### src/rtl/stt_pkg.sv
// Shared types, token codes and character tables for the source text tokenizer.
`timescale 1ns / 1ps

package stt_pkg;

    localparam int NUM_OPS     = 36;
    localparam int NUM_KW      = 49;
    localparam int KW_TEXT_LEN = 20;
    localparam int MAX_RESULTS = 6;

    localparam logic [5:0] K_IDENT  = 6'd55;
    localparam logic [5:0] K_NUMBER = 6'd56;
    localparam logic [5:0] K_HEX    = 6'd57;
    localparam logic [5:0] K_BINARY = 6'd58;
    localparam logic [5:0] K_FLOAT  = 6'd59;
    localparam logic [5:0] K_STRING = 6'd60;
    localparam logic [5:0] K_CHAR   = 6'd61;
    localparam logic [5:0] K_EOF    = 6'd62;

    localparam logic [1:0] ERR_NONE   = 2'd0;
    localparam logic [1:0] ERR_BYTE   = 2'd1;
    localparam logic [1:0] ERR_STRING = 2'd2;
    localparam logic [1:0] ERR_CHAR   = 2'd3;

    localparam logic [NUM_KW-1:0] ALL_KW = {NUM_KW{1'b1}};

    typedef struct packed {
        logic [5:0]  kind;
        logic [19:0] line;
        logic [15:0] column;
        logic [23:0] offset;
        logic [15:0] length;
        logic [1:0]  err;
    } rec_t;

    typedef struct packed {
        rec_t [MAX_RESULTS-1:0] recs;
        logic [2:0]             cnt;
    } bundle_t;

    function automatic logic is_digit(input logic [7:0] c);
        return c >= "0" && c <= "9";
    endfunction

    function automatic logic is_alpha(input logic [7:0] c);
        return (c >= "a" && c <= "z") || (c >= "A" && c <= "Z");
    endfunction

    function automatic logic is_hexd(input logic [7:0] c);
        return is_digit(c) || (c >= "a" && c <= "f") || (c >= "A" && c <= "F");
    endfunction

    function automatic logic is_space(input logic [7:0] c);
        return c == 8'h20 || c == 8'h09 || c == 8'h0B || c == 8'h0C || c == 8'h0D;
    endfunction

    // Single-character operators: valid bit above the kind.
    function automatic logic [6:0] op1(input logic [7:0] c);
        logic [6:0] r;
        r = 7'd0;
        case (c)
            "+": r = {1'b1, 6'd14};
            "-": r = {1'b1, 6'd15};
            "*": r = {1'b1, 6'd16};
            "/": r = {1'b1, 6'd17};
            "=": r = {1'b1, 6'd18};
            "<": r = {1'b1, 6'd19};
            ">": r = {1'b1, 6'd20};
            "!": r = {1'b1, 6'd21};
            "^": r = {1'b1, 6'd24};
            "~": r = {1'b1, 6'd25};
            "{": r = {1'b1, 6'd26};
            "}": r = {1'b1, 6'd27};
            "(": r = {1'b1, 6'd28};
            ")": r = {1'b1, 6'd29};
            ";": r = {1'b1, 6'd30};
            ",": r = {1'b1, 6'd31};
            "%": r = {1'b1, 6'd32};
            ":": r = {1'b1, 6'd33};
            "[": r = {1'b1, 6'd34};
            "]": r = {1'b1, 6'd35};
            default: r = 7'd0;
        endcase
        return r;
    endfunction

    function automatic logic [6:0] op2(input logic [7:0] c0, input logic [7:0] c1);
        logic [6:0] r;
        r = 7'd0;
        case ({c0, c1})
            "==": r = {1'b1, 6'd0};
            "!=": r = {1'b1, 6'd1};
            "<=": r = {1'b1, 6'd2};
            ">=": r = {1'b1, 6'd3};
            "<<": r = {1'b1, 6'd4};
            ">>": r = {1'b1, 6'd5};
            "->": r = {1'b1, 6'd6};
            "+=": r = {1'b1, 6'd7};
            "-=": r = {1'b1, 6'd8};
            "*=": r = {1'b1, 6'd9};
            "/=": r = {1'b1, 6'd10};
            "%=": r = {1'b1, 6'd11};
            "++": r = {1'b1, 6'd12};
            "--": r = {1'b1, 6'd13};
            "&&": r = {1'b1, 6'd22};
            "||": r = {1'b1, 6'd23};
            default: r = 7'd0;
        endcase
        return r;
    endfunction

    function automatic logic has_two(input logic [7:0] c);
        return c == "=" || c == "!" || c == "<" || c == ">" || c == "-" || c == "+" ||
               c == "*" || c == "/" || c == "%" || c == "&" || c == "|";
    endfunction

    function automatic logic [8*KW_TEXT_LEN-1:0] kw_text(input logic [5:0] k);
        logic [8*KW_TEXT_LEN-1:0] t;
        t = '0;
        case (k)
            6'd0:  t = "plus";
            6'd1:  t = "minus";
            6'd2:  t = "multiply";
            6'd3:  t = "divide";
            6'd4:  t = "equals";
            6'd5:  t = "equalsEquals";
            6'd6:  t = "notEquals";
            6'd7:  t = "lessThan";
            6'd8:  t = "lessThanOrEquals";
            6'd9:  t = "greaterThan";
            6'd10: t = "greaterThanOrEquals";
            6'd11: t = "and";
            6'd12: t = "or";
            6'd13: t = "xor";
            6'd14: t = "complement";
            6'd15: t = "leftShift";
            6'd16: t = "rightShift";
            6'd17: t = "pointer";
            6'd18: t = "plusEquals";
            6'd19: t = "minusEquals";
            6'd20: t = "multiplyEquals";
            6'd21: t = "divideEquals";
            6'd22: t = "modEquals";
            6'd23: t = "doing";
            6'd24: t = "finish";
            6'd25: t = "open";
            6'd26: t = "close";
            6'd27: t = "to";
            6'd28: t = "end";
            6'd29: t = "make";
            6'd30: t = "list";
            6'd31: t = "const";
            6'd32: t = "true";
            6'd33: t = "false";
            6'd34: t = "function";
            6'd35: t = "beginParams";
            6'd36: t = "endParams";
            6'd37: t = "if";
            6'd38: t = "else";
            6'd39: t = "while";
            6'd40: t = "for";
            6'd41: t = "return";
            6'd42: t = "none";
            6'd43: t = "NULL";
            6'd44: t = "stop";
            6'd45: t = "continue";
            6'd46: t = "switch";
            6'd47: t = "when";
            6'd48: t = "default";
            default: t = '0;
        endcase
        return t;
    endfunction

    // Character i of keyword k, zero past its end.
    function automatic logic [7:0] kw_char(input logic [5:0] k, input logic [4:0] i);
        logic [8*KW_TEXT_LEN-1:0] t;
        int                       n;
        logic [7:0]               r;
        t = kw_text(k);
        n = 0;
        for (int j = 0; j < KW_TEXT_LEN; j++) begin
            if (t[8*j +: 8] != 8'h00) begin
                n = j + 1;
            end
        end
        r = 8'h00;
        if (int'(i) < n) begin
            r = t[8*(n-1-int'(i)) +: 8];
        end
        return r;
    endfunction

    function automatic logic [5:0] kw_kind_of(input logic [5:0] k);
        logic [5:0] r;
        r = K_IDENT;
        case (k)
            6'd0: r = 6'd14;   6'd1: r = 6'd15;   6'd2: r = 6'd16;   6'd3: r = 6'd17;
            6'd4: r = 6'd18;   6'd5: r = 6'd0;    6'd6: r = 6'd1;    6'd7: r = 6'd19;
            6'd8: r = 6'd2;    6'd9: r = 6'd20;   6'd10: r = 6'd3;   6'd11: r = 6'd22;
            6'd12: r = 6'd23;  6'd13: r = 6'd24;  6'd14: r = 6'd25;  6'd15: r = 6'd4;
            6'd16: r = 6'd5;   6'd17: r = 6'd6;   6'd18: r = 6'd7;   6'd19: r = 6'd8;
            6'd20: r = 6'd9;   6'd21: r = 6'd10;  6'd22: r = 6'd11;  6'd23: r = 6'd26;
            6'd24: r = 6'd27;  6'd25: r = 6'd28;  6'd26: r = 6'd29;  6'd27: r = 6'd36;
            6'd28: r = 6'd30;  6'd29: r = 6'd37;  6'd30: r = 6'd38;  6'd31: r = 6'd39;
            6'd32: r = 6'd40;  6'd33: r = 6'd41;  6'd34: r = 6'd42;  6'd35: r = 6'd28;
            6'd36: r = 6'd29;  6'd37: r = 6'd43;  6'd38: r = 6'd44;  6'd39: r = 6'd45;
            6'd40: r = 6'd46;  6'd41: r = 6'd47;  6'd42: r = 6'd48;  6'd43: r = 6'd49;
            6'd44: r = 6'd50;  6'd45: r = 6'd51;  6'd46: r = 6'd52;  6'd47: r = 6'd53;
            6'd48: r = 6'd54;
            default: r = K_IDENT;
        endcase
        return r;
    endfunction

    function automatic logic [15:0] sat_inc16(input logic [15:0] v);
        return (v == 16'hFFFF) ? v : v + 16'd1;
    endfunction

endpackage

### src/rtl/stt_back.sv
// Back end: sends each group's words via an output register, one per cycle if tok_ready.
`timescale 1ns / 1ps

module stt_back
    import stt_pkg::*;
(
    input  logic        clk,
    input  logic        rst_n,
    input  bundle_t     head,
    input  logic        empty,
    output logic        pop,
    output logic        tok_valid,
    input  logic        tok_ready,
    output logic [5:0]  token_kind,
    output logic [19:0] start_line,
    output logic [15:0] start_column,
    output logic [23:0] text_offset,
    output logic [15:0] text_length,
    output logic [1:0]  error_code,
    output logic        last_of_run
);

    logic [2:0] idx_reg, idx_next;
    logic       valid_reg, valid_next;
    rec_t       out_reg;
    logic       last_reg;
    logic       load;
    logic       is_last;

    assign load    = !empty && (!valid_reg || tok_ready);
    assign is_last = (idx_reg == head.cnt - 3'd1);
    assign pop     = load && is_last;

    always_comb
    begin
        idx_next   = idx_reg;
        valid_next = valid_reg;
        if (load) begin
            idx_next   = is_last ? 3'd0 : idx_reg + 3'd1;
            valid_next = 1'b1;
        end
        else if (tok_ready) begin
            valid_next = 1'b0;
        end
    end

    always_ff @(posedge clk)
    begin
        if (load) begin
            out_reg  <= head.recs[idx_reg];
            last_reg <= is_last;
        end
    end

    always_ff @(posedge clk or negedge rst_n)
    begin
        if (!rst_n) begin
            idx_reg   <= 3'd0;
            valid_reg <= 1'b0;
        end
        else begin
            idx_reg   <= idx_next;
            valid_reg <= valid_next;
        end
    end

    assign tok_valid    = valid_reg;
    assign token_kind   = out_reg.kind;
    assign start_line   = out_reg.line;
    assign start_column = out_reg.column;
    assign text_offset  = out_reg.offset;
    assign text_length  = out_reg.length;
    assign error_code   = out_reg.err;
    assign last_of_run  = last_reg;

    a_idx_bound: assert property (@(posedge clk) disable iff (!rst_n)
        !empty |-> idx_reg < head.cnt)
        else $error("word index beyond group size");

    a_idx_reset: assert property (@(posedge clk) disable iff (!rst_n)
        pop |=> idx_reg == 3'd0)
        else $error("word index not cleared after group");

    a_load_valid: assert property (@(posedge clk) disable iff (!rst_n)
        load |=> tok_valid)
        else $error("loaded word not presented");

endmodule

### config.mk
export PLATFORM = sky130hd
export DESIGN_NAME = stt_back
export DESIGN_NICKNAME = d
export VERILOG_FILES = /design/src/rtl/stt_pkg.sv /design/src/rtl/stt_back.sv
export SDC_FILE = /design/constraint.sdc
export NUM_CORES = 1
export LEC_CHECK = 0
export ABC_AREA = 1
export BUFFER_PORTS_ARGS = -buffer_cell sky130_fd_sc_hd__buf_2
export CAP_MARGIN = 20
export CORE_AREA = 3 3 234 236
export DETAILED_ROUTE_END_ITERATION = 10
export DIE_AREA = 0 0 237 239
export SYNTH_ARGS = -nofsm -noshare
export SYNTH_HDL_FRONTEND = slang
export SYNTH_SLANG_ARGS = --single-unit
### constraint.sdc
create_clock -name clk -period 10.35 [get_ports clk]
set_input_delay 0.5175 -clock clk [delete_from_list [all_inputs] [get_ports clk]]
set_output_delay 0.5175 -clock clk [all_outputs]
set_load 0.005 [all_outputs]
==> impl_results.md <==
* Worst Path Required at around 11 ns
* Initial core utilization at 0.138
* Clock skew after layout at around 0.0088 ns
* CTS tree: built
* Most frequent cell after synthesis: nor2_1
* PortBufs at 597
* Vias after detailed routing at 9,323
* Startpoint class of the critical path: flip-flop
* Seq/Total Area, Yosys at 0.365
* FP Rows at 84
* CTS Root Cell: clkbuf_16
* Crit path setup slack, layout at about 7.5 ns
* Post-route setup TNS at 0 ns
* Dpl ws at around 7.5 ns
* RSZ-0062 raised after global routing: no
* CTS buffer count at 9
* IO Pins at between 500 and 600
* Min-delay worst type: input port to flip-flop
* Clk slew on worst S/H paths at around 0.070 ns
* Critical Path Fanout Max at slightly below 100
* Fin crit period at ~2.8 ns
* Initial DRC count at approximately 480
* Dpl cells at ~2.3k
* Global-route wire length before repair at roughly 53,000 µm
* Final instance area at approximately 11,000 µm²
* HPWL after DPL at 27,900 µm
* Post-CTS sizing at 0
* Max-Cap Viols at 0
* Post-synth cell types at 20
* Die width at around 240 µm
* Top-area cell type share of the netlist area at 0.351
* Area after DPL at ~11,000 µm²
* Worst Max-Slew Pin Slew at 0.896 ns
* Clock Tree Buf Depth at 2
* Fin cells at 2,294
* Fillers at around 6.1k
* Status: complete, no violations
* Gr usage total at 0.122
* Most frequent cells after synthesis: nor2_1 (256), o21ai_0 (235), nand2_1 (192)
* CTS Sinks at between 80 and 90
* Layout area overhead at 52.3%
* Maximum clock rate at approximately 350 MHz
* Number of vias per cell at around 4
* Hold Violations, Final at 0
* Die ar. at around 57,000 µm²
* Leakage at between 5 and 6 nW
* Mean Syn Cell Area at between 6 and 7 µm²
* Drc violations at 0
* Worst setup path class: flip-flop to flip-flop
* Post-synth EDFFs at 85
* Setup-failing EPs final at 0
* Nets at 2,110
* Slew Viols, Final at 0
* Core area at roughly 53,000 µm²
* Die Ht at between 200 and 250 µm
* WP data arrival at 3.07 ns
* Max VDD drop at 76.7 µV
* Top FF cell, synth: edfxtp_1
* Largest net degree at the start of global routing at 99
* Final ANT Viol Nets at 0
* Power per cell area at 220 nW/µm²
* Clock network latency to the later pin of the worst-skew pair at between 0.3 and 0.4 ns
* Type of element capturing the critical path: flip-flop
* Mapped Area at approximately 7300 µm²
* Max FFs per register at 24
* Detailed Routing Iterations Pass 1 at 5
* DRT Wirelength at around 36,000 µm
* CTS H-tree depth at 3
* Vias in the first global route at ~9.0k
* Worst slew margin relative to its limit at 0.403
* GRT Residual Overflow at 0
* Fin crit share at 0.273
* Synthesized Nets at around 1.6k
* Final core utilization at 0.210
* Routed length per instance at approximately 16 µm
* Cell count after synthesis at between 1k and 1.5k
* Layout cells sized above 1 at 0.393
* Area leader, netlist: edfxtp_1
* Final GP Congestion at roughly 0.90
* Antenna violations before repair at 3
* Top cells by area, synth: edfxtp_1 (35%), o21ai_0 (16%), nor2_1 (13%), nand2_1 (9.9%), o21a_1 (8.7%)
* Flops & latches, synth at approximately 90
* Synth Warn # at 0
* Async set or reset register ratio after synthesis at 0.0449
==> per-layer routing <==
layer  wire, µm  vias to the layer above  global-route usage
met4        854                        0              0.0403
met2      18200                      411               0.215
met5          0                        -                   0
met1      14400                     4200               0.142
met3       2940                       31              0.0347
li1           -                     4681                   -
==> timing repair <==
| action | 4_1_cts | 5_1_grt |
|---|---|---|
| setup buffers | 0 | 0 |
| hold endpoints to repair | 4 | 0 |
| hold buffers | 1 | 0 |
==> layout by cell type, fill, tap and decap left out <==
master,instances
buf_2,597
nor2_1,255
o21ai_0,235
nand2_1,192
o21ai_1,101
edfxtp_1,85
o21a_1,84
inv_1,12
buf_4,10
clkbuf_16,9
diode_2,4
nand3_1,3
clkinv_2,2
ha_1,2
bufinv_16,2
dfrtp_4,2
dfrtp_1,2
inv_8,1
nor2_4,1
a21oi_4,1
clkinv_4,1
clkbuf_8,1
inv_6,1
clkinvlp_4,1
dlygate4sd3_1,1
buf_12,1
==> worst max-delay path, cell delays in order, from the launching register on <==
cell and delay (ns):
dfrtp_4 0.68, inv_8 0.47, buf_4 0.75, nor2_1 0.07, o21ai_0 0.37, nand2_1 0.11
nand2_1 0.09
==> layout make-up <==
type	instances	area, µm²	area share
clock buffer	10	239	0.0216
timing repair buffer	609	3090	0.279
multi-input combinational	874	4060	0.366
antenna	4	10.0	0.000904
inverter	14	61.3	0.00554
tap	688	861	0.0777
clock inverter	6	90.1	0.00814
sequential	89	2660	0.240
==> final timing paths <==
kind / start / endpoint / slack [ns] / cells past startpoint
hold reg to reg: tok_valid / tok_valid / 0.58 / 2
min in group asynchronous: rst_n / idx_reg[2] / 0.55 / 2
setup / recovery: idx_reg[0] / start_column[15] / 7.52 / 6
hold / removal: empty / tok_valid / 0.38 / 2
max in group asynchronous: rst_n / idx_reg[0] / 9.59 / 2
setup reg to reg: idx_reg[0] / start_column[15] / 7.52 / 6
==> logic make-up after synthesis <==
family          after synthesis  share of synthesized area
flops                        89                      0.365
buf+inv                     106                     0.0798
compound gates              421                      0.319
fa+ha+maj                     2                    0.00344
simple gates                451                      0.233
==> per-stage QoR <==
| step | hold WS, ns | power (mW) |
|---|---|---|
| after floorplan | 0.222 | 1.63 |
| after global placement | 0.381 | 2.07 |
| after detailed placement | 0.382 | 2.08 |
| after CTS | 0.342 | 2.49 |
| after global routing | 0.352 | 2.70 |
| final | 0.378 | 2.44 |
==> where the power goes <==
group | internal, mW | switching (mW) | total [mW] | leakage (nW)
combinational | 0.505 | 0.894 | 1.40 | 4.24
clock | 0.219 | 0.167 | 0.386 | 0.159
sequential | 0.586 | 0.0653 | 0.651 | 0.865
Power figures use the tool's default switching activity.
