[config.mk]
export PLATFORM = sky130hd
export DESIGN_NAME = stt_queue
export DESIGN_NICKNAME = d
export VERILOG_FILES = /design/src/rtl/stt_pkg.sv /design/src/rtl/stt_queue.sv
export SDC_FILE = /design/constraint.sdc
export NUM_CORES = 1
export LEC_CHECK = 0
export ABC_AREA = 1
export BUFFER_PORTS_ARGS = -buffer_cell sky130_fd_sc_hd__buf_2
export CORE_AREA = 4 4 395 397
export DETAILED_ROUTE_END_ITERATION = 8
export DIE_AREA = 0 0 399 401
export PLACE_DENSITY_LB_ADDON = 0.05
export SLEW_MARGIN = 30
export SYNTH_ARGS = -nofsm -noshare
export SYNTH_HDL_FRONTEND = slang
export SYNTH_SLANG_ARGS = --single-unit
[constraint.sdc]
create_clock -name clk -period 18.8 [get_ports clk]
set_input_delay 0.94 -clock clk [delete_from_list [all_inputs] [get_ports clk]]
set_output_delay 0.94 -clock clk [all_outputs]
set_load 0.005 [all_outputs]
[src/rtl/stt_pkg.sv]
// Shared types, token codes and character tables for the source text tokenizer.
`timescale 1ns / 1ps

package stt_pkg;

    localparam int NUM_OPS     = 36;
    localparam int NUM_KW      = 49;
    localparam int KW_TEXT_LEN = 20;
    localparam int MAX_RESULTS = 6;

    localparam logic [5:0] K_IDENT  = 6'd55;
    localparam logic [5:0] K_NUMBER = 6'd56;
    localparam logic [5:0] K_HEX    = 6'd57;
    localparam logic [5:0] K_BINARY = 6'd58;
    localparam logic [5:0] K_FLOAT  = 6'd59;
    localparam logic [5:0] K_STRING = 6'd60;
    localparam logic [5:0] K_CHAR   = 6'd61;
    localparam logic [5:0] K_EOF    = 6'd62;

    localparam logic [1:0] ERR_NONE   = 2'd0;
    localparam logic [1:0] ERR_BYTE   = 2'd1;
    localparam logic [1:0] ERR_STRING = 2'd2;
    localparam logic [1:0] ERR_CHAR   = 2'd3;

    localparam logic [NUM_KW-1:0] ALL_KW = {NUM_KW{1'b1}};

    typedef struct packed {
        logic [5:0]  kind;
        logic [19:0] line;
        logic [15:0] column;
        logic [23:0] offset;
        logic [15:0] length;
        logic [1:0]  err;
    } rec_t;

    typedef struct packed {
        rec_t [MAX_RESULTS-1:0] recs;
        logic [2:0]             cnt;
    } bundle_t;

    function automatic logic is_digit(input logic [7:0] c);
        return c >= "0" && c <= "9";
    endfunction

    function automatic logic is_alpha(input logic [7:0] c);
        return (c >= "a" && c <= "z") || (c >= "A" && c <= "Z");
    endfunction

    function automatic logic is_hexd(input logic [7:0] c);
        return is_digit(c) || (c >= "a" && c <= "f") || (c >= "A" && c <= "F");
    endfunction

    function automatic logic is_space(input logic [7:0] c);
        return c == 8'h20 || c == 8'h09 || c == 8'h0B || c == 8'h0C || c == 8'h0D;
    endfunction

    // Single-character operators: valid bit above the kind.
    function automatic logic [6:0] op1(input logic [7:0] c);
        logic [6:0] r;
        r = 7'd0;
        case (c)
            "+": r = {1'b1, 6'd14};
            "-": r = {1'b1, 6'd15};
            "*": r = {1'b1, 6'd16};
            "/": r = {1'b1, 6'd17};
            "=": r = {1'b1, 6'd18};
            "<": r = {1'b1, 6'd19};
            ">": r = {1'b1, 6'd20};
            "!": r = {1'b1, 6'd21};
            "^": r = {1'b1, 6'd24};
            "~": r = {1'b1, 6'd25};
            "{": r = {1'b1, 6'd26};
            "}": r = {1'b1, 6'd27};
            "(": r = {1'b1, 6'd28};
            ")": r = {1'b1, 6'd29};
            ";": r = {1'b1, 6'd30};
            ",": r = {1'b1, 6'd31};
            "%": r = {1'b1, 6'd32};
            ":": r = {1'b1, 6'd33};
            "[": r = {1'b1, 6'd34};
            "]": r = {1'b1, 6'd35};
            default: r = 7'd0;
        endcase
        return r;
    endfunction

    function automatic logic [6:0] op2(input logic [7:0] c0, input logic [7:0] c1);
        logic [6:0] r;
        r = 7'd0;
        case ({c0, c1})
            "==": r = {1'b1, 6'd0};
            "!=": r = {1'b1, 6'd1};
            "<=": r = {1'b1, 6'd2};
            ">=": r = {1'b1, 6'd3};
            "<<": r = {1'b1, 6'd4};
            ">>": r = {1'b1, 6'd5};
            "->": r = {1'b1, 6'd6};
            "+=": r = {1'b1, 6'd7};
            "-=": r = {1'b1, 6'd8};
            "*=": r = {1'b1, 6'd9};
            "/=": r = {1'b1, 6'd10};
            "%=": r = {1'b1, 6'd11};
            "++": r = {1'b1, 6'd12};
            "--": r = {1'b1, 6'd13};
            "&&": r = {1'b1, 6'd22};
            "||": r = {1'b1, 6'd23};
            default: r = 7'd0;
        endcase
        return r;
    endfunction

    function automatic logic has_two(input logic [7:0] c);
        return c == "=" || c == "!" || c == "<" || c == ">" || c == "-" || c == "+" ||
               c == "*" || c == "/" || c == "%" || c == "&" || c == "|";
    endfunction

    function automatic logic [8*KW_TEXT_LEN-1:0] kw_text(input logic [5:0] k);
        logic [8*KW_TEXT_LEN-1:0] t;
        t = '0;
        case (k)
            6'd0:  t = "plus";
            6'd1:  t = "minus";
            6'd2:  t = "multiply";
            6'd3:  t = "divide";
            6'd4:  t = "equals";
            6'd5:  t = "equalsEquals";
            6'd6:  t = "notEquals";
            6'd7:  t = "lessThan";
            6'd8:  t = "lessThanOrEquals";
            6'd9:  t = "greaterThan";
            6'd10: t = "greaterThanOrEquals";
            6'd11: t = "and";
            6'd12: t = "or";
            6'd13: t = "xor";
            6'd14: t = "complement";
            6'd15: t = "leftShift";
            6'd16: t = "rightShift";
            6'd17: t = "pointer";
            6'd18: t = "plusEquals";
            6'd19: t = "minusEquals";
            6'd20: t = "multiplyEquals";
            6'd21: t = "divideEquals";
            6'd22: t = "modEquals";
            6'd23: t = "doing";
            6'd24: t = "finish";
            6'd25: t = "open";
            6'd26: t = "close";
            6'd27: t = "to";
            6'd28: t = "end";
            6'd29: t = "make";
            6'd30: t = "list";
            6'd31: t = "const";
            6'd32: t = "true";
            6'd33: t = "false";
            6'd34: t = "function";
            6'd35: t = "beginParams";
            6'd36: t = "endParams";
            6'd37: t = "if";
            6'd38: t = "else";
            6'd39: t = "while";
            6'd40: t = "for";
            6'd41: t = "return";
            6'd42: t = "none";
            6'd43: t = "NULL";
            6'd44: t = "stop";
            6'd45: t = "continue";
            6'd46: t = "switch";
            6'd47: t = "when";
            6'd48: t = "default";
            default: t = '0;
        endcase
        return t;
    endfunction

    // Character i of keyword k, zero past its end.
    function automatic logic [7:0] kw_char(input logic [5:0] k, input logic [4:0] i);
        logic [8*KW_TEXT_LEN-1:0] t;
        int                       n;
        logic [7:0]               r;
        t = kw_text(k);
        n = 0;
        for (int j = 0; j < KW_TEXT_LEN; j++) begin
            if (t[8*j +: 8] != 8'h00) begin
                n = j + 1;
            end
        end
        r = 8'h00;
        if (int'(i) < n) begin
            r = t[8*(n-1-int'(i)) +: 8];
        end
        return r;
    endfunction

    function automatic logic [5:0] kw_kind_of(input logic [5:0] k);
        logic [5:0] r;
        r = K_IDENT;
        case (k)
            6'd0: r = 6'd14;   6'd1: r = 6'd15;   6'd2: r = 6'd16;   6'd3: r = 6'd17;
            6'd4: r = 6'd18;   6'd5: r = 6'd0;    6'd6: r = 6'd1;    6'd7: r = 6'd19;
            6'd8: r = 6'd2;    6'd9: r = 6'd20;   6'd10: r = 6'd3;   6'd11: r = 6'd22;
            6'd12: r = 6'd23;  6'd13: r = 6'd24;  6'd14: r = 6'd25;  6'd15: r = 6'd4;
            6'd16: r = 6'd5;   6'd17: r = 6'd6;   6'd18: r = 6'd7;   6'd19: r = 6'd8;
            6'd20: r = 6'd9;   6'd21: r = 6'd10;  6'd22: r = 6'd11;  6'd23: r = 6'd26;
            6'd24: r = 6'd27;  6'd25: r = 6'd28;  6'd26: r = 6'd29;  6'd27: r = 6'd36;
            6'd28: r = 6'd30;  6'd29: r = 6'd37;  6'd30: r = 6'd38;  6'd31: r = 6'd39;
            6'd32: r = 6'd40;  6'd33: r = 6'd41;  6'd34: r = 6'd42;  6'd35: r = 6'd28;
            6'd36: r = 6'd29;  6'd37: r = 6'd43;  6'd38: r = 6'd44;  6'd39: r = 6'd45;
            6'd40: r = 6'd46;  6'd41: r = 6'd47;  6'd42: r = 6'd48;  6'd43: r = 6'd49;
            6'd44: r = 6'd50;  6'd45: r = 6'd51;  6'd46: r = 6'd52;  6'd47: r = 6'd53;
            6'd48: r = 6'd54;
            default: r = K_IDENT;
        endcase
        return r;
    endfunction

    function automatic logic [15:0] sat_inc16(input logic [15:0] v);
        return (v == 16'hFFFF) ? v : v + 16'd1;
    endfunction

endpackage

[src/rtl/stt_queue.sv]
// Two-entry queue of token word groups between the front and back ends.
`timescale 1ns / 1ps

module stt_queue
    import stt_pkg::*;
(
    input  logic    clk,
    input  logic    rst_n,
    input  logic    push,
    input  bundle_t push_data,
    output logic    full,
    input  logic    pop,
    output bundle_t head,
    output logic    empty
);

    bundle_t    mem_reg [2];
    logic       wr_ptr_reg, wr_ptr_next;
    logic       rd_ptr_reg, rd_ptr_next;
    logic [1:0] count_reg, count_next;

    assign full  = (count_reg == 2'd2);
    assign empty = (count_reg == 2'd0);
    assign head  = mem_reg[rd_ptr_reg];

    always_comb
    begin
        wr_ptr_next = wr_ptr_reg ^ push;
        rd_ptr_next = rd_ptr_reg ^ pop;
        count_next  = count_reg + {1'b0, push} - {1'b0, pop};
    end

    always_ff @(posedge clk)
    begin
        if (push) begin
            mem_reg[wr_ptr_reg] <= push_data;
        end
    end

    always_ff @(posedge clk or negedge rst_n)
    begin
        if (!rst_n) begin
            wr_ptr_reg <= 1'b0;
            rd_ptr_reg <= 1'b0;
            count_reg  <= 2'd0;
        end
        else begin
            wr_ptr_reg <= wr_ptr_next;
            rd_ptr_reg <= rd_ptr_next;
            count_reg  <= count_next;
        end
    end

    a_count_range: assert property (@(posedge clk) disable iff (!rst_n)
        count_reg != 2'd3)
        else $error("queue count out of range");

    a_no_push_full: assert property (@(posedge clk) disable iff (!rst_n)
        push |-> !full)
        else $error("push into full queue");

    a_no_pop_empty: assert property (@(posedge clk) disable iff (!rst_n)
        pop |-> !empty)
        else $error("pop from empty queue");

endmodule

==> results.py <==
metrics = {
    "global_route": {
        "grt_pass1_wl_um": 173000,
        "track_usage": 0.152,
        "top_usage_layer": "met2",
        "use_met1": 0.167,
        "antenna_found_initial": 129,
        "use_met2": 0.256,
        "grt.overflow.total": 0,
        "grt_pass1_vias": 22500,
        "grt_use_met3": 0.0824,
        "grt_max_degree": 200,
    },
    "timing": {
        "final-max-slew-violation-count": 0,
        "fin_worst_skew_ns": 0.0189,
        "period_share": 0.317,
        "grt_setup_unrepaired": "false",
        "setup_ws_ns": 12.84,
        "finalCriticalPeriod_ns": 5.96,
        "tightest_slew_ns": 0.927,
        "fmax_ghz": 0.168,
        "finalHoldViolCount": 0,
        "setup_viol_count_final": 0,
        "max_slew_margin": 0.382,
        "fin_setup_tns_ns": 0,
    },
    "yosys": {
        "synthCells": 2672,
        "synth.cell_area_um2": 37800,
        "synth_warnings": 0,
        "syn_nets": 3187,
        "synthDistinctLibCells": 15,
        "ys_seq_area_frac": 0.807,
        "postSynthAreaPerCell_um2": 14.2,
        "ys_ff_latch": 1018,
    },
    "clocking": {
        "clock_latency_ns": 0.73,
        "clockBufferDepth": 3,
        "clock_sinks": 1018,
        "post_cts_buffers": 0,
        "clock-root-buffer": "clkbuf_16",
        "numCtsBuffers": 118,
        "path_clk_slew_ns": 0.06,
        "htreeDepth": 3,
        "cts_resized": 0,
        "cts_tree": "done",
    },
    "place": {
        "post-place-ws_ns": 13.24,
        "globalplace.congestion": 0.756,
        "io_buffers": 1019,
        "dp_hpwl_um": 93000,
    },
    "outcome": {
        "status": "complete, no violations",
    },
    "min_path": {
        "worstHoldPathCells": 1,
        "holdCritStartpoint": "push_data[394]",
        "min_path_type": "in2reg",
    },
    "run": {
        "max-cap-violations": 0,
    },
    "pwr": {
        "ir_drop_v": 0.0000810,
        "power.density_nw_per_um2": 151,
        "p_total_mw": 7.36,
        "p_leak_nw": 20.2,
    },
    "cells_and_area": {
        "syn_to_final_growth_pct": 28.5,
        "nNetsFinal": 4240,
        "largest_reg_flops": 1014,
        "fillers": 15400,
        "drive_gt1_frac": 0.313,
        "post-route-util": 0.320,
    },
    "setup_path": {
        "worstPathArrival_ns": 5.02,
        "criticalPathCategory": "reg2out",
        "cp_max_fo": 199,
        "r2r_start": "wr_ptr_reg$_DFF_PN0_",
        "critical_path.max_stage_delay_ns": 0.83,
        "crit_start": "rd_ptr_reg$_DFF_PN0_",
        "cp_cell_sequence": "buf_6 > buf_4 > buf_12 > buf_4 > o21ai_0 > buf_2",
        "critPathSlowestCell": "dfrtp_4",
        "worst-r2r-cell-count": 6,
        "cp.required_ns": 17.86,
        "end_kind": "primary output",
        "crit_path_start_kind": "flop",
        "cp_common_cell": "buf_4",
    },
    "floorplanning": {
        "rows": 143,
        "die_x_um": 399,
        "ios": 1020,
        "initial_core_util": 0.249,
        "die_y_um": 401,
        "die_area_um2": 160000,
        "coreArea_um2": 152000,
    },
    "route": {
        "viasPerCell": 3.99,
        "drt_iter0_drc": 1393,
        "routed_wl_um": 126000,
        "drc_errors": 0,
        "wire_per_inst_um": 21.5,
        "ant_nets": 0,
        "vias": 23400,
        "first_pass_iters": 5,
    },
}
==> per-stage QoR <==
| stage | area, µm² | hold slack [ns] | std cells |
|---|---|---|---|
| after global placement | 44900 | 0.608 | 5631 |
| after global routing | 48600 | 0.337 | 5856 |
| after floorplan | 37800 | 0.546 | 2672 |
| final | 48600 | 0.398 | 5879 |
| after detailed placement | 44900 | 0.582 | 5631 |
| after CTS | 48500 | 0.309 | 5846 |
==> power breakdown <==
part | switching, mW | internal [mW] | total [mW]
Sequential | 0.108 | 3.01 | 3.12
Combinational | 1.43 | 0.665 | 2.09
Clock | 0.917 | 1.23 | 2.15
Total | 2.45 | 4.91 | 7.36
==> cells in the mapped netlist <==
| cell type | count | area share |
|---|---|---|
| buf_4 | 4 | 0.00079 |
| nand3_1 | 1 | 0.00013 |
| nand2_1 | 512 | 0.051 |
| buf_12 | 4 | 0.0021 |
| edfxtp_1 | 1014 | 0.80 |
| inv_1 | 514 | 0.051 |
| nor2_1 | 2 | 0.00020 |
| clkbuf_1 | 45 | 0.0045 |
| o21ai_0 | 306 | 0.040 |
| buf_2 | 19 | 0.0025 |
| o21ai_1 | 201 | 0.027 |
| xor2_1 | 1 | 0.00023 |
| dfrtp_1 | 4 | 0.0026 |
| buf_6 | 41 | 0.012 |
| ha_1 | 4 | 0.0013 |
==> cell type report <==
class | count | area (µm²) | share of cell area
Multi-Input combinational cell | 1027 | 4560 | 0.0937
Timing Repair Buffer | 1046 | 5410 | 0.111
Antenna cell | 30 | 75.1 | 0.00154
Tap cell | 2030 | 2540 | 0.0522
Clock buffer | 164 | 3190 | 0.0656
Inverter | 514 | 1930 | 0.0397
Sequential cell | 1018 | 30600 | 0.628
Clock inverter | 50 | 393 | 0.00808
==> worst paths after layout <==
| path | slack [ns] | to |
|---|---|---|
| max | 12.84 | head[222] |
| min | 0.40 | mem_reg[1][394]$_DFFE_PP_ |
| max reg2reg | 14.76 | mem_reg[0][298]$_DFFE_PP_ |
| min in group asynchronous | 0.58 | count_reg[0]$_DFF_PN0_ |
| min reg2reg | 0.60 | count_reg[1]$_DFF_PN0_ |
| max in group asynchronous | 18.03 | rd_ptr_reg$_DFF_PN0_ |
==> worst max-delay path: cells and delay by family, from the launching register on <==
kind,cells,cell delay [ns]
DFF,1,0.83
AOI/OAI and AO/OA,1,0.26
buffers and inverters,5,2.85
==> per-layer routing <==
| layer | vias up | share of wire | routed length, µm |
|---|---|---|---|
| met4 | 74 | 0.027 | 3440 |
| met5 | - | 0.0038 | 479 |
| met1 | 10900 | 0.37 | 47000 |
| li1 | 11200 | - | - |
| met2 | 891 | 0.48 | 60300 |
| met3 | 337 | 0.12 | 15200 |
==> cell families after synthesis <==
family                   after synthesis  synth area share
AND/OR/NAND/NOR                      515            0.0511
AO/OA/AOI/OAI                        507            0.0670
buffers and inverters                627            0.0731
XOR/XNOR                               1          0.000231
adder cells (fa/ha/maj)                4           0.00132
flip-flops                          1018             0.807
==> cell usage in the layout (no fill, tap or decap), drive strengths merged <==
cell         count
buf           1045
edfxtp        1014
inv            519
nand2          512
o21ai          507
clkbuf         164
clkinv          40
diode           30
bufinv           4
dfrtp            4
ha               4
nor2             2
nand3            1
xor2             1
clkinvlp         1
dlygate4sd3      1
==> what timing repair did <==
item | 4_1_cts | 5_1_grt
hold buffers | 1 | 0
hold endpoints to repair | 4 | 0
setup endpoints to repair | 0 | 0
No activity file was read; power rests on OpenSTA's default activity.
