**src/rtl/stt_pkg.sv**
```systemverilog
// Shared types, token codes and character tables for the source text tokenizer.
`timescale 1ns / 1ps

package stt_pkg;

    localparam int NUM_OPS     = 36;
    localparam int NUM_KW      = 49;
    localparam int KW_TEXT_LEN = 20;
    localparam int MAX_RESULTS = 6;

    localparam logic [5:0] K_IDENT  = 6'd55;
    localparam logic [5:0] K_NUMBER = 6'd56;
    localparam logic [5:0] K_HEX    = 6'd57;
    localparam logic [5:0] K_BINARY = 6'd58;
    localparam logic [5:0] K_FLOAT  = 6'd59;
    localparam logic [5:0] K_STRING = 6'd60;
    localparam logic [5:0] K_CHAR   = 6'd61;
    localparam logic [5:0] K_EOF    = 6'd62;

    localparam logic [1:0] ERR_NONE   = 2'd0;
    localparam logic [1:0] ERR_BYTE   = 2'd1;
    localparam logic [1:0] ERR_STRING = 2'd2;
    localparam logic [1:0] ERR_CHAR   = 2'd3;

    localparam logic [NUM_KW-1:0] ALL_KW = {NUM_KW{1'b1}};

    typedef struct packed {
        logic [5:0]  kind;
        logic [19:0] line;
        logic [15:0] column;
        logic [23:0] offset;
        logic [15:0] length;
        logic [1:0]  err;
    } rec_t;

    typedef struct packed {
        rec_t [MAX_RESULTS-1:0] recs;
        logic [2:0]             cnt;
    } bundle_t;

    function automatic logic is_digit(input logic [7:0] c);
        return c >= "0" && c <= "9";
    endfunction

    function automatic logic is_alpha(input logic [7:0] c);
        return (c >= "a" && c <= "z") || (c >= "A" && c <= "Z");
    endfunction

    function automatic logic is_hexd(input logic [7:0] c);
        return is_digit(c) || (c >= "a" && c <= "f") || (c >= "A" && c <= "F");
    endfunction

    function automatic logic is_space(input logic [7:0] c);
        return c == 8'h20 || c == 8'h09 || c == 8'h0B || c == 8'h0C || c == 8'h0D;
    endfunction

    // Single-character operators: valid bit above the kind.
    function automatic logic [6:0] op1(input logic [7:0] c);
        logic [6:0] r;
        r = 7'd0;
        case (c)
            "+": r = {1'b1, 6'd14};
            "-": r = {1'b1, 6'd15};
            "*": r = {1'b1, 6'd16};
            "/": r = {1'b1, 6'd17};
            "=": r = {1'b1, 6'd18};
            "<": r = {1'b1, 6'd19};
            ">": r = {1'b1, 6'd20};
            "!": r = {1'b1, 6'd21};
            "^": r = {1'b1, 6'd24};
            "~": r = {1'b1, 6'd25};
            "{": r = {1'b1, 6'd26};
            "}": r = {1'b1, 6'd27};
            "(": r = {1'b1, 6'd28};
            ")": r = {1'b1, 6'd29};
            ";": r = {1'b1, 6'd30};
            ",": r = {1'b1, 6'd31};
            "%": r = {1'b1, 6'd32};
            ":": r = {1'b1, 6'd33};
            "[": r = {1'b1, 6'd34};
            "]": r = {1'b1, 6'd35};
            default: r = 7'd0;
        endcase
        return r;
    endfunction

    function automatic logic [6:0] op2(input logic [7:0] c0, input logic [7:0] c1);
        logic [6:0] r;
        r = 7'd0;
        case ({c0, c1})
            "==": r = {1'b1, 6'd0};
            "!=": r = {1'b1, 6'd1};
            "<=": r = {1'b1, 6'd2};
            ">=": r = {1'b1, 6'd3};
            "<<": r = {1'b1, 6'd4};
            ">>": r = {1'b1, 6'd5};
            "->": r = {1'b1, 6'd6};
            "+=": r = {1'b1, 6'd7};
            "-=": r = {1'b1, 6'd8};
            "*=": r = {1'b1, 6'd9};
            "/=": r = {1'b1, 6'd10};
            "%=": r = {1'b1, 6'd11};
            "++": r = {1'b1, 6'd12};
            "--": r = {1'b1, 6'd13};
            "&&": r = {1'b1, 6'd22};
            "||": r = {1'b1, 6'd23};
            default: r = 7'd0;
        endcase
        return r;
    endfunction

    function automatic logic has_two(input logic [7:0] c);
        return c == "=" || c == "!" || c == "<" || c == ">" || c == "-" || c == "+" ||
               c == "*" || c == "/" || c == "%" || c == "&" || c == "|";
    endfunction

    function automatic logic [8*KW_TEXT_LEN-1:0] kw_text(input logic [5:0] k);
        logic [8*KW_TEXT_LEN-1:0] t;
        t = '0;
        case (k)
            6'd0:  t = "plus";
            6'd1:  t = "minus";
            6'd2:  t = "multiply";
            6'd3:  t = "divide";
            6'd4:  t = "equals";
            6'd5:  t = "equalsEquals";
            6'd6:  t = "notEquals";
            6'd7:  t = "lessThan";
            6'd8:  t = "lessThanOrEquals";
            6'd9:  t = "greaterThan";
            6'd10: t = "greaterThanOrEquals";
            6'd11: t = "and";
            6'd12: t = "or";
            6'd13: t = "xor";
            6'd14: t = "complement";
            6'd15: t = "leftShift";
            6'd16: t = "rightShift";
            6'd17: t = "pointer";
            6'd18: t = "plusEquals";
            6'd19: t = "minusEquals";
            6'd20: t = "multiplyEquals";
            6'd21: t = "divideEquals";
            6'd22: t = "modEquals";
            6'd23: t = "doing";
            6'd24: t = "finish";
            6'd25: t = "open";
            6'd26: t = "close";
            6'd27: t = "to";
            6'd28: t = "end";
            6'd29: t = "make";
            6'd30: t = "list";
            6'd31: t = "const";
            6'd32: t = "true";
            6'd33: t = "false";
            6'd34: t = "function";
            6'd35: t = "beginParams";
            6'd36: t = "endParams";
            6'd37: t = "if";
            6'd38: t = "else";
            6'd39: t = "while";
            6'd40: t = "for";
            6'd41: t = "return";
            6'd42: t = "none";
            6'd43: t = "NULL";
            6'd44: t = "stop";
            6'd45: t = "continue";
            6'd46: t = "switch";
            6'd47: t = "when";
            6'd48: t = "default";
            default: t = '0;
        endcase
        return t;
    endfunction

    // Character i of keyword k, zero past its end.
    function automatic logic [7:0] kw_char(input logic [5:0] k, input logic [4:0] i);
        logic [8*KW_TEXT_LEN-1:0] t;
        int                       n;
        logic [7:0]               r;
        t = kw_text(k);
        n = 0;
        for (int j = 0; j < KW_TEXT_LEN; j++) begin
            if (t[8*j +: 8] != 8'h00) begin
                n = j + 1;
            end
        end
        r = 8'h00;
        if (int'(i) < n) begin
            r = t[8*(n-1-int'(i)) +: 8];
        end
        return r;
    endfunction

    function automatic logic [5:0] kw_kind_of(input logic [5:0] k);
        logic [5:0] r;
        r = K_IDENT;
        case (k)
            6'd0: r = 6'd14;   6'd1: r = 6'd15;   6'd2: r = 6'd16;   6'd3: r = 6'd17;
            6'd4: r = 6'd18;   6'd5: r = 6'd0;    6'd6: r = 6'd1;    6'd7: r = 6'd19;
            6'd8: r = 6'd2;    6'd9: r = 6'd20;   6'd10: r = 6'd3;   6'd11: r = 6'd22;
            6'd12: r = 6'd23;  6'd13: r = 6'd24;  6'd14: r = 6'd25;  6'd15: r = 6'd4;
            6'd16: r = 6'd5;   6'd17: r = 6'd6;   6'd18: r = 6'd7;   6'd19: r = 6'd8;
            6'd20: r = 6'd9;   6'd21: r = 6'd10;  6'd22: r = 6'd11;  6'd23: r = 6'd26;
            6'd24: r = 6'd27;  6'd25: r = 6'd28;  6'd26: r = 6'd29;  6'd27: r = 6'd36;
            6'd28: r = 6'd30;  6'd29: r = 6'd37;  6'd30: r = 6'd38;  6'd31: r = 6'd39;
            6'd32: r = 6'd40;  6'd33: r = 6'd41;  6'd34: r = 6'd42;  6'd35: r = 6'd28;
            6'd36: r = 6'd29;  6'd37: r = 6'd43;  6'd38: r = 6'd44;  6'd39: r = 6'd45;
            6'd40: r = 6'd46;  6'd41: r = 6'd47;  6'd42: r = 6'd48;  6'd43: r = 6'd49;
            6'd44: r = 6'd50;  6'd45: r = 6'd51;  6'd46: r = 6'd52;  6'd47: r = 6'd53;
            6'd48: r = 6'd54;
            default: r = K_IDENT;
        endcase
        return r;
    endfunction

    function automatic logic [15:0] sat_inc16(input logic [15:0] v);
        return (v == 16'hFFFF) ? v : v + 16'd1;
    endfunction

endpackage

```
**src/rtl/stt_front.sv**
```systemverilog
// Front end: classifies each source byte and builds the token words it completes.
`timescale 1ns / 1ps

module stt_front
    import stt_pkg::*;
#(
    parameter int MAX_KEYWORD_LEN = 19,
    parameter int POSITION_BITS   = 24
)
(
    input  logic          clk,
    input  logic          rst_n,
    input  logic          accept,
    input  logic [7:0]    char_code,
    input  logic          end_of_source,
    output logic          push,
    output bundle_t       push_data
);

    typedef enum logic [3:0] {
        M_IDLE, M_OPQ, M_COMMENT, M_IDENT, M_ZERO, M_DEC, M_DECDOT,
        M_HEX, M_BIN, M_FRAC, M_EXPE, M_EXPD, M_STRING, M_CHAR
    } mode_t;

    typedef struct packed {
        logic [19:0]              line;
        logic [15:0]              column;
        logic [POSITION_BITS-1:0] offset;
    } spot_t;

    typedef struct packed {
        rec_t       r0;
        rec_t       r1;
        logic [1:0] cnt;
    } end_t;

    localparam logic [POSITION_BITS-1:0] POS_ONE = POSITION_BITS'(1);

    mode_t                    mode_reg, mode_next;
    logic [7:0]               la_reg, la_next;
    logic [NUM_KW-1:0]        cand_reg, cand_next;
    logic [15:0]              len_reg, len_next;
    logic [19:0]              line_reg, line_next;
    logic [15:0]              col_reg, col_next;
    logic [POSITION_BITS-1:0] pos_reg, pos_next;
    spot_t                    start_reg, start_next;
    spot_t                    pend_reg, pend_next;

    rec_t [MAX_RESULTS-1:0]   recs;
    logic [2:0]               nrec;
    spot_t                    here;
    spot_t                    eof_spot;
    end_t                     e1;
    end_t                     e2;
    logic                     do_end;
    logic                     do_idle;
    logic [6:0]               o1;
    logic [6:0]               o2;

    function automatic logic [23:0] to24(input logic [POSITION_BITS-1:0] x);
        logic [POSITION_BITS+23:0] w;
        w = {24'd0, x};
        return w[23:0];
    endfunction

    function automatic rec_t mkrec(input logic [5:0] kind, input spot_t s,
                                   input logic [POSITION_BITS-1:0] off,
                                   input logic [15:0] len, input logic [1:0] err);
        rec_t r;
        r.kind   = kind;
        r.line   = s.line;
        r.column = s.column;
        r.offset = to24(off);
        r.length = len;
        r.err    = err;
        return r;
    endfunction

    function automatic logic [NUM_KW-1:0] kw_upd(input logic [NUM_KW-1:0] cand,
                                                 input logic [7:0] c, input logic [15:0] i);
        logic [NUM_KW-1:0] r;
        logic [7:0]        ch;
        r = cand;
        if (int'(i) >= MAX_KEYWORD_LEN) begin
            r = '0;
        end
        else begin
            for (int k = 0; k < NUM_KW; k++) begin
                ch = (i < 16'(KW_TEXT_LEN)) ? kw_char(6'(k), i[4:0]) : 8'h00;
                if (ch != c) begin
                    r[k] = 1'b0;
                end
            end
        end
        return r;
    endfunction

    function automatic logic [5:0] kw_kind(input logic [NUM_KW-1:0] cand,
                                           input logic [15:0] n);
        logic [5:0] r;
        logic [7:0] ch;
        r = K_IDENT;
        if (int'(n) <= MAX_KEYWORD_LEN) begin
            for (int k = NUM_KW - 1; k >= 0; k--) begin
                ch = (n < 16'(KW_TEXT_LEN)) ? kw_char(6'(k), n[4:0]) : 8'h00;
                if (cand[k] && ch == 8'h00) begin
                    r = kw_kind_of(6'(k));
                end
            end
        end
        return r;
    endfunction

    // Flush of the open token with no further bytes.
    function automatic end_t end_recs(input mode_t m, input spot_t s, input spot_t pd,
                                      input logic [7:0] la, input logic [15:0] n,
                                      input logic [NUM_KW-1:0] cand);
        end_t       e;
        logic [6:0] o;
        e     = '0;
        o     = op1(la);
        unique case (m)
            M_OPQ: begin
                e.cnt = 2'd1;
                e.r0  = o[6] ? mkrec(o[5:0], s, s.offset, 16'd1, ERR_NONE)
                             : mkrec(K_EOF, s, s.offset, 16'd1, ERR_BYTE);
            end
            M_IDENT: begin
                e.cnt = 2'd1;
                e.r0  = mkrec(kw_kind(cand, n), s, s.offset, n, ERR_NONE);
            end
            M_ZERO, M_DEC: begin
                e.cnt = 2'd1;
                e.r0  = mkrec(K_NUMBER, s, s.offset, n, ERR_NONE);
            end
            M_DECDOT: begin
                e.cnt = 2'd2;
                e.r0  = mkrec(K_NUMBER, s, s.offset, n, ERR_NONE);
                e.r1  = mkrec(K_EOF, pd, pd.offset, 16'd1, ERR_BYTE);
            end
            M_HEX: begin
                e.cnt = 2'd1;
                e.r0  = mkrec(K_HEX, s, s.offset, n, ERR_NONE);
            end
            M_BIN: begin
                e.cnt = 2'd1;
                e.r0  = mkrec(K_BINARY, s, s.offset, n, ERR_NONE);
            end
            M_FRAC, M_EXPE, M_EXPD: begin
                e.cnt = 2'd1;
                e.r0  = mkrec(K_FLOAT, s, s.offset, n, ERR_NONE);
            end
            M_STRING: begin
                e.cnt = 2'd1;
                e.r0  = mkrec(K_STRING, s, s.offset + POS_ONE, n, ERR_STRING);
            end
            M_CHAR: begin
                e.cnt = 2'd1;
                e.r0  = mkrec(K_CHAR, s, s.offset + POS_ONE, 16'd0, ERR_CHAR);
            end
            default: e.cnt = 2'd0;
        endcase
        return e;
    endfunction

    always_comb
    begin
        mode_next  = mode_reg;
        la_next    = la_reg;
        cand_next  = cand_reg;
        len_next   = len_reg;
        line_next  = line_reg;
        col_next   = col_reg;
        pos_next   = pos_reg;
        start_next = start_reg;
        pend_next  = pend_reg;
        recs       = '0;
        nrec       = 3'd0;
        do_end     = 1'b0;
        do_idle    = 1'b0;
        here       = '{line: line_reg, column: col_reg, offset: pos_reg};
        o2         = op2(la_reg, char_code);

        // A leading zero not followed by a radix letter is an ordinary decimal.
        if (mode_next == M_ZERO && !(char_code == "x" || char_code == "X" ||
                                     char_code == "b" || char_code == "B")) begin
            mode_next = M_DEC;
        end

        unique case (mode_next)
            M_IDLE: do_idle = 1'b1;
            M_COMMENT: begin
                if (char_code == 8'h0A) begin
                    mode_next = M_IDLE;
                end
            end
            M_OPQ: begin
                if (la_reg == "/" && char_code == "/") begin
                    mode_next = M_COMMENT;
                    len_next  = 16'd0;
                    cand_next = ALL_KW;
                end
                else if (o2[6]) begin
                    recs[nrec] = mkrec(o2[5:0], start_reg, start_reg.offset, 16'd2, ERR_NONE);
                    nrec       = nrec + 3'd1;
                    mode_next  = M_IDLE;
                    len_next   = 16'd0;
                    cand_next  = ALL_KW;
                end
                else begin
                    do_end  = 1'b1;
                end
            end
            M_IDENT: begin
                if (is_alpha(char_code) || is_digit(char_code) || char_code == "_") begin
                    cand_next = kw_upd(cand_reg, char_code, len_reg);
                    len_next  = sat_inc16(len_reg);
                end
                else begin
                    do_end = 1'b1;
                end
            end
            M_ZERO: begin
                mode_next = (char_code == "x" || char_code == "X") ? M_HEX : M_BIN;
                len_next  = sat_inc16(len_reg);
            end
            M_DEC: begin
                if (is_digit(char_code)) begin
                    len_next = sat_inc16(len_reg);
                end
                else if (char_code == ".") begin
                    mode_next = M_DECDOT;
                    la_next   = char_code;
                    pend_next = here;
                end
                else begin
                    do_end = 1'b1;
                end
            end
            M_DECDOT: begin
                if (is_digit(char_code)) begin
                    mode_next = M_FRAC;
                    len_next  = sat_inc16(sat_inc16(len_reg));
                end
                else begin
                    do_end = 1'b1;
                end
            end
            M_HEX: begin
                if (is_hexd(char_code)) len_next = sat_inc16(len_reg);
                else do_end = 1'b1;
            end
            M_BIN: begin
                if (char_code == "0" || char_code == "1") len_next = sat_inc16(len_reg);
                else do_end = 1'b1;
            end
            M_FRAC: begin
                if (is_digit(char_code)) begin
                    len_next = sat_inc16(len_reg);
                end
                else if (char_code == "e" || char_code == "E") begin
                    mode_next = M_EXPE;
                    len_next  = sat_inc16(len_reg);
                end
                else begin
                    do_end = 1'b1;
                end
            end
            M_EXPE: begin
                if (char_code == "+" || char_code == "-" || is_digit(char_code)) begin
                    mode_next = M_EXPD;
                    len_next  = sat_inc16(len_reg);
                end
                else begin
                    do_end = 1'b1;
                end
            end
            M_EXPD: begin
                if (is_digit(char_code)) len_next = sat_inc16(len_reg);
                else do_end = 1'b1;
            end
            M_STRING: begin
                if (char_code == 8'h22) begin
                    recs[nrec] = mkrec(K_STRING, start_reg, start_reg.offset + POS_ONE,
                                       len_reg, ERR_NONE);
                    nrec       = nrec + 3'd1;
                    mode_next  = M_IDLE;
                    len_next   = 16'd0;
                    cand_next  = ALL_KW;
                end
                else begin
                    len_next = sat_inc16(len_reg);
                end
            end
            M_CHAR: begin
                if (char_code == 8'h27 || char_code == 8'h0A) begin
                    recs[nrec] = mkrec(K_CHAR, start_reg, start_reg.offset + POS_ONE, len_reg,
                                       (char_code == 8'h0A) ? ERR_CHAR : ERR_NONE);
                    nrec       = nrec + 3'd1;
                    mode_next  = M_IDLE;
                    len_next   = 16'd0;
                    cand_next  = ALL_KW;
                end
                else begin
                    len_next = sat_inc16(len_reg);
                end
            end
            default: begin
                mode_next = M_IDLE;
                len_next  = 16'd0;
                cand_next = ALL_KW;
                do_idle   = 1'b1;
            end
        endcase

        e1 = end_recs(mode_next, start_reg, pend_reg, la_reg, len_reg, cand_reg);
        if (do_end) begin
            if (e1.cnt != 2'd0) begin
                recs[nrec] = e1.r0;
                nrec       = nrec + 3'd1;
            end
            if (e1.cnt == 2'd2) begin
                recs[nrec] = e1.r1;
                nrec       = nrec + 3'd1;
            end
            mode_next = M_IDLE;
            len_next  = 16'd0;
            cand_next = ALL_KW;
            do_idle   = 1'b1;
        end

        o1 = op1(char_code);
        if (do_idle) begin
            if (char_code == 8'h0A || is_space(char_code)) begin
                mode_next = M_IDLE;
            end
            else if (char_code == "#") begin
                mode_next = M_COMMENT;
            end
            else if (has_two(char_code)) begin
                mode_next  = M_OPQ;
                start_next = here;
                len_next   = 16'd0;
                la_next    = char_code;
            end
            else if (o1[6]) begin
                recs[nrec] = mkrec(o1[5:0], here, here.offset, 16'd1, ERR_NONE);
                nrec       = nrec + 3'd1;
            end
            else if (char_code == 8'h22 || char_code == 8'h27) begin
                mode_next  = (char_code == 8'h22) ? M_STRING : M_CHAR;
                start_next = here;
                len_next   = 16'd0;
            end
            else if (is_digit(char_code)) begin
                mode_next  = (char_code == "0") ? M_ZERO : M_DEC;
                start_next = here;
                len_next   = 16'd1;
            end
            else if (is_alpha(char_code) || char_code == "_") begin
                mode_next  = M_IDENT;
                start_next = here;
                len_next   = 16'd1;
                cand_next  = kw_upd(ALL_KW, char_code, 16'd0);
            end
            else begin
                recs[nrec] = mkrec(K_EOF, here, here.offset, 16'd1, ERR_BYTE);
                nrec       = nrec + 3'd1;
            end
        end

        if (char_code == 8'h0A) begin
            if (line_reg != 20'hFFFFF) line_next = line_reg + 20'd1;
            col_next = 16'd1;
        end
        else begin
            col_next = sat_inc16(col_reg);
        end
        pos_next = pos_reg + POS_ONE;

        eof_spot = '{line: line_next, column: col_next, offset: pos_next};
        e2       = end_recs(mode_next, start_next, pend_next, la_next, len_next, cand_next);
        if (end_of_source) begin
            if (e2.cnt != 2'd0) begin
                recs[nrec] = e2.r0;
                nrec       = nrec + 3'd1;
            end
            if (e2.cnt == 2'd2) begin
                recs[nrec] = e2.r1;
                nrec       = nrec + 3'd1;
            end
            recs[nrec] = mkrec(K_EOF, eof_spot, eof_spot.offset, 16'd0, ERR_NONE);
            nrec       = nrec + 3'd1;
            mode_next  = M_IDLE;
            la_next    = 8'h00;
            cand_next  = ALL_KW;
            len_next   = 16'd0;
            line_next  = 20'd1;
            col_next   = 16'd1;
            pos_next   = '0;
            start_next = '0;
            pend_next  = '0;
        end
    end

    assign push           = accept && (nrec != 3'd0);
    assign push_data.recs = recs;
    assign push_data.cnt  = nrec;

    always_ff @(posedge clk or negedge rst_n)
    begin
        if (!rst_n) begin
            mode_reg  <= M_IDLE;
            la_reg    <= 8'h00;
            cand_reg  <= ALL_KW;
            len_reg   <= 16'd0;
            line_reg  <= 20'd1;
            col_reg   <= 16'd1;
            pos_reg   <= '0;
            start_reg <= '0;
            pend_reg  <= '0;
        end
        else if (accept) begin
            mode_reg  <= mode_next;
            la_reg    <= la_next;
            cand_reg  <= cand_next;
            len_reg   <= len_next;
            line_reg  <= line_next;
            col_reg   <= col_next;
            pos_reg   <= pos_next;
            start_reg <= start_next;
            pend_reg  <= pend_next;
        end
    end

endmodule

```
**config.mk**
```make
export PLATFORM = sky130hd
export DESIGN_NAME = stt_front
export DESIGN_NICKNAME = d
export VERILOG_FILES = /design/src/rtl/stt_pkg.sv /design/src/rtl/stt_front.sv
export SDC_FILE = /design/constraint.sdc
export NUM_CORES = 2
export LEC_CHECK = 0
export BUFFER_PORTS_ARGS = -buffer_cell sky130_fd_sc_hd__buf_2
export CAP_MARGIN = 5
export CORE_ASPECT_RATIO = 2
export CORE_MARGIN = 3
export CORE_UTILIZATION = 67
export CTS_BUF_LIST = sky130_fd_sc_hd__clkbuf_8
export CTS_CLUSTER_SIZE = 8
export DETAILED_ROUTE_END_ITERATION = 8
export HOLD_SLACK_MARGIN = 0.1
export PLACE_DENSITY = 0.95
export SKIP_LAST_GASP = 1
export SLEW_MARGIN = 15
export SYNTH_ARGS = -nofsm -noshare
export SYNTH_HDL_FRONTEND = slang
export SYNTH_SLANG_ARGS = --single-unit
```
**constraint.sdc**
```tcl
create_clock -name clk -period 14 [get_ports clk]
set_input_delay 0.7 -clock clk [delete_from_list [all_inputs] [get_ports clk]]
set_output_delay 0.7 -clock clk [all_outputs]
set_load 0.01 [all_outputs]
```
==> impl_metrics.json, run 1 <==
{
  "pin_count": 520,
  "yosys_most_used_dff": "dfrtp_1",
  "cts-root-buf": "clkbuf_8",
  "grt_pass1_vias": 62519,
  "rows": 127,
  "synthArstFlopShare_pct": 100,
  "ys_seq_area_share_pct": 16.0,
  "netlist_area_um2": 40600,
  "grt_pass1_wl_um": 438000,
  "cts_setup_buffers": 0,
  "stop_stage": "global routing (5_1_grt)",
  "synth.avg_cell_area_um2": 6.59,
  "grt_overflow": 1121,
  "cts.sinks": 257,
  "die-height_um": 354,
  "grt_max_degree": 97,
  "post_cts_resized": 0,
  "yosys.cell_types.count": 118,
  "placed_cells": 6913,
  "cts_made_buffers": 42,
  "h-tree-depth": 2,
  "ctsHoldBuffers": 1,
  "syn_inst": 6163,
  "toolErrorMsg": "[ERROR GRT-0116] Global routing finished with congestion. Check the congestion regions in the DRC Viewer.",
  "track_usage_pct": 85.9,
  "io_buffers": 436,
  "initial_utilization_pct": 67.8,
  "ys.warnings.count": 0,
  "synth_seq_cells": 257,
  "hpwl_um": 171000,
  "place.gp.congestion": 1.37,
  "die_x_um": 180,
  "synth-edff-count": 0,
  "clockBufferDepth": 3,
  "status": "stopped before the end"
}
## cells in the mapped netlist, drive strengths merged (51+ instances only)
cell type / n / area share, %
nor4: 59 / 0.98
a221oi: 61 / 1.4
xnor2: 171 / 3.7
a222oi: 61 / 1.5
a31oi: 99 / 1.5
a211oi: 59 / 1.1
a32oi: 83 / 1.8
nand2: 656 / 6.1
a22oi: 133 / 2.5
dfrtp: 206 / 13
clkbuf: 506 / 4.7
and3: 52 / 0.80
buf: 193 / 2.8
nand2b: 52 / 0.84
dfstp: 51 / 3.3
ha: 51 / 1.6
o22ai: 252 / 3.9
a22o: 108 / 2.3
inv: 225 / 2.1
nand4: 64 / 0.99
o22a: 93 / 2.0
o21ai: 524 / 6.5
a21oi: 584 / 7.2
o211ai: 77 / 1.5
nor2: 586 / 5.5
nor3: 156 / 2.0
mux2i: 96 / 2.4
nand3: 227 / 2.8
## stage by stage
| step | worst slack, ps | utilization [%] | area [µm²] |
|---|---|---|---|
| after detailed placement | 3870 | 70.9 | 42500 |
| after floorplan | 6470 | - | 40900 |
| after global placement | 3990 | 70.9 | 42500 |
| after CTS | 3830 | 72.3 | 43300 |
## layer usage
metal	overflow	global-route usage [%]
met3	67	73.8
met4	429	92.4
met2	594	100
met5	9	45.7
met1	22	81.8
## cell families after synthesis
family / count (synthesis) / synth area share [%]
multiplexers: 105 / 2.63
other: 1 / 0.00923
AO/OA/AOI/OAI: 2481 / 40.6
buffers and inverters: 933 / 9.66
adder cells (fa/ha/maj): 51 / 1.57
XOR/XNOR: 207 / 4.52
AND/OR/NAND/NOR: 2128 / 25.0
flip-flops: 257 / 16.0
==> inputs of run 2 (changes only) <==
--- a/config.mk
+++ b/config.mk
@@ -7,14 +7,10 @@
 export LEC_CHECK = 0
 export BUFFER_PORTS_ARGS = -buffer_cell sky130_fd_sc_hd__buf_2
 export CAP_MARGIN = 5
-export CORE_ASPECT_RATIO = 2
 export CORE_MARGIN = 3
-export CORE_UTILIZATION = 67
-export CTS_BUF_LIST = sky130_fd_sc_hd__clkbuf_8
-export CTS_CLUSTER_SIZE = 8
+export CORE_UTILIZATION = 40
 export DETAILED_ROUTE_END_ITERATION = 8
-export HOLD_SLACK_MARGIN = 0.1
-export PLACE_DENSITY = 0.95
+export PLACE_DENSITY_LB_ADDON = 0.15
 export SKIP_LAST_GASP = 1
 export SLEW_MARGIN = 15
 export SYNTH_ARGS = -nofsm -noshare
==> run 2 against run 1 <==
The flow now finishes without violations. Synthesized area is the same. Synthesized cell count stayed put.
==> impl_metrics.json, run 2 <==
{
  "multi_input_area_um2": 30800,
  "grt_pass1_wl_um": 369000,
  "tritoncts": "yes",
  "drc": 0,
  "rows": 116,
  "peakVddDrop_v": 0.000138,
  "worst_slew_pin_slew_ps": 1310,
  "wirelength_um": 258000,
  "max_slew_margin_pct": 12.4,
  "final_max_slew_viol_count": 0,
  "status": "completed",
  "nFillCells": 10700,
  "place.gp.congestion": 1.09,
  "final_cell_mix": "nand2_1, a21oi_1, nor2_1, o21ai_0, buf_2",
  "synth_common_cells": "nand2_1, a21oi_1, nor2_1",
  "post_drt_wl_per_cell_um": 34.0,
  "nets": 6260,
  "grt_pass1_vias": 50675,
  "final-setup-viol-count": 0,
  "dr.pass1.iters": 9,
  "fmax_ghz": 0.0914,
  "r2r-start": "len_reg[2]",
  "hp-class": "in -> async",
  "endpoint_kind": "primary output",
  "power_density_nw_per_um2": 122,
  "crit_path_start": "char_code[6]",
  "fin_crit_ps": 10940,
  "yosys-top-cells-area": "dfrtp_1, a21oi_1, nand2_1, o21ai_0, nor2_1",
  "cp_max_fo": 28,
  "cts_setup_buffers": 0,
  "post_cts_resized": 0,
  "ys_seq_area_share_pct": 16.0,
  "fin_hold_ws_ps": 41.7,
  "grt_max_degree": 126,
  "yosys.cell_types.count": 118,
  "timing.final.crit_share_pct": 78.1,
  "final_layout_size_suffix_gt1_share_pct": 14.0,
  "pwr-share-comb_pct": 63.2,
  "max_cap_viol_count": 0,
  "clkPwrFrac_pct": 19.1,
  "synth-edff-count": 0,
  "cp_slowest_cell": "nand4bb_1",
  "crit_path_max_incr_delay_ps": 810,
  "die-height_um": 325,
  "clockBufferDepth": 3,
  "io_buffers": 436,
  "yosys.cell_count.top_type": "nand2_1",
  "power.leakage_uw": 0.0179,
  "p_sw_share_pct": 56.1,
  "p_switching_uw": 3060,
  "hold_viol": 0,
  "finClkSkew_ps": 41.5,
  "rsz0062_at_grt": "false",
  "synth.top_cell.area_share_pct": 12.7,
  "worstPathCellList": "buf_2 > buf_4 > nand4bb_1 > o311ai_0 > o21ai_0 > or4_1 > a211oi_4 > and3_1 > nand2_1 > ha_1 > nor4b_1 > or3b_1 > o21ai_2 > nor2_1 > a2111oi_0 > nand4_1 > nor3_1 > a211o_1 > a21oi_1 > o21ai_1 > buf_2",
  "cts_made_buffers": 40,
  "required_ps": 13300,
  "antenna_found_initial": 21,
  "fin_setup_tns_ps": 0,
  "syn_inst": 6163,
  "grt_overflow": 0,
  "fin_util_pct": 44.6,
  "p_int_uw": 2400,
  "synth_top_area_cell": "dfrtp_1",
  "yosys_most_used_dff": "dfrtp_1",
  "cts.sinks": 257,
  "regArea_um2": 6500,
  "synthArstFlopShare_pct": 100,
  "final_common_cell": "nand2_1",
  "ys.warnings.count": 0,
  "synth_seq_cells": 257,
  "worstSetupStartpointType": "primary input",
  "clk_pin_slew_ps": 50,
  "drtAntennaViolNets": 0,
  "dieArea_um2": 105000,
  "netlist_area_um2": 40600,
  "core_area_um2": 100000,
  "drt_iter0_markers": 9982,
  "track_usage_pct": 46.1,
  "synth.avg_cell_area_um2": 6.59,
  "initial_utilization_pct": 40.4,
  "h-tree-depth": 2,
  "hpwl_um": 183000,
  "clkLatencyLatePin_ps": 630,
  "p_seq_share_pct": 17.7,
  "area.growth.synth_to_final_pct": 10.2,
  "ctsHoldBuffers": 0,
  "vias": 55701,
  "cts-root-buf": "clkbuf_16",
  "pin_count": 520,
  "cpMostUsedCell": "buf_2",
  "cp.arrival_ps": 10240,
  "avgViaCountPerCell": 7.33,
  "crit_type": "in -> out",
  "die_x_um": 325
}
==> run 2: cell counts after synthesis <==
No cell type changed its count.
==> run 2: power groups by stage <==
stage	sequential (µW)	clock [µW]	combinational, µW
2_1_floorplan	880	0	1970
3_3_place_gp	968	0	3250
3_5_place_dp	968	0	3250
4_1_cts	956	1050	3260
5_1_grt	971	1070	3550
6_report	967	1040	3450
==> run 2: path summary, 6_finish.rpt <==
kind | to | cells past startpoint | slack, ps
setup / recovery | push_data[86] | 21 | 3060
hold / removal | len_reg[1] | 1 | 40
setup reg to reg | cand_reg[29] | 16 | 7440
hold reg to reg | cand_reg[22] | 2 | 510
max in group asynchronous | pend_reg[19] | 3 | 11670
min in group clk | cand_reg[22] | 2 | 510
==> run 2: cell type report <==
type	instances	share of cell area, %
multi-input combinational	5055	68.7
sequential	257	14.5
clock inverter	20	0.470
timing repair buffer	609	7.96
antenna	13	0.0727
inverter	234	1.98
tap	1357	3.79
clock buffer	53	2.48
==> run 2: through the flow <==
stage                     std cells  total power, µW  setup WS [ps]  area, µm²
after global routing           7587             5590           2680      44700
after floorplan                6245             2850           6470      40900
after CTS                      7581             5260           3420      44600
final                          7598             5460           3060      44800
after detailed placement       7508             4210           3530      43300
after global placement         7508             4220           3560      43300
==> run 2: kinds of logic (layout without fill, tap and decap cells) <==
| group | count (synthesis) | count (layout) | share of synthesized area [%] |
|---|---|---|---|
| buffers and inverters | 933 | 916 | 9.66 |
| muxes | 105 | 105 | 2.63 |
| and+or+nand+nor | 2128 | 2128 | 25.0 |
| DFF | 257 | 257 | 16.0 |
| AOI/OAI and AO/OA | 2481 | 2481 | 40.6 |
| adders and majority gates | 51 | 51 | 1.57 |
| other | 1 | 96 | 0.00923 |
| xor gates and xnor gates | 207 | 207 | 4.52 |
==> run 2: worst max-delay path: cells and delay by family <==
kind / cells / cell delay, ps
adders and majority gates: 1 / 460
and+or+nand+nor: 9 / 4560
AOI/OAI and AO/OA: 8 / 3860
buffers and inverters: 3 / 620
==> run 2: per-layer routing <==
layer	global-route usage [%]	vias up	share of wire, %
li1	-	23075	-
met1	56.7	26447	36
met2	68.3	4960	41
met3	14.5	1211	14
met4	32.4	8	9.1
met5	0	-	0.021
(Power assumes the default switching activity.)
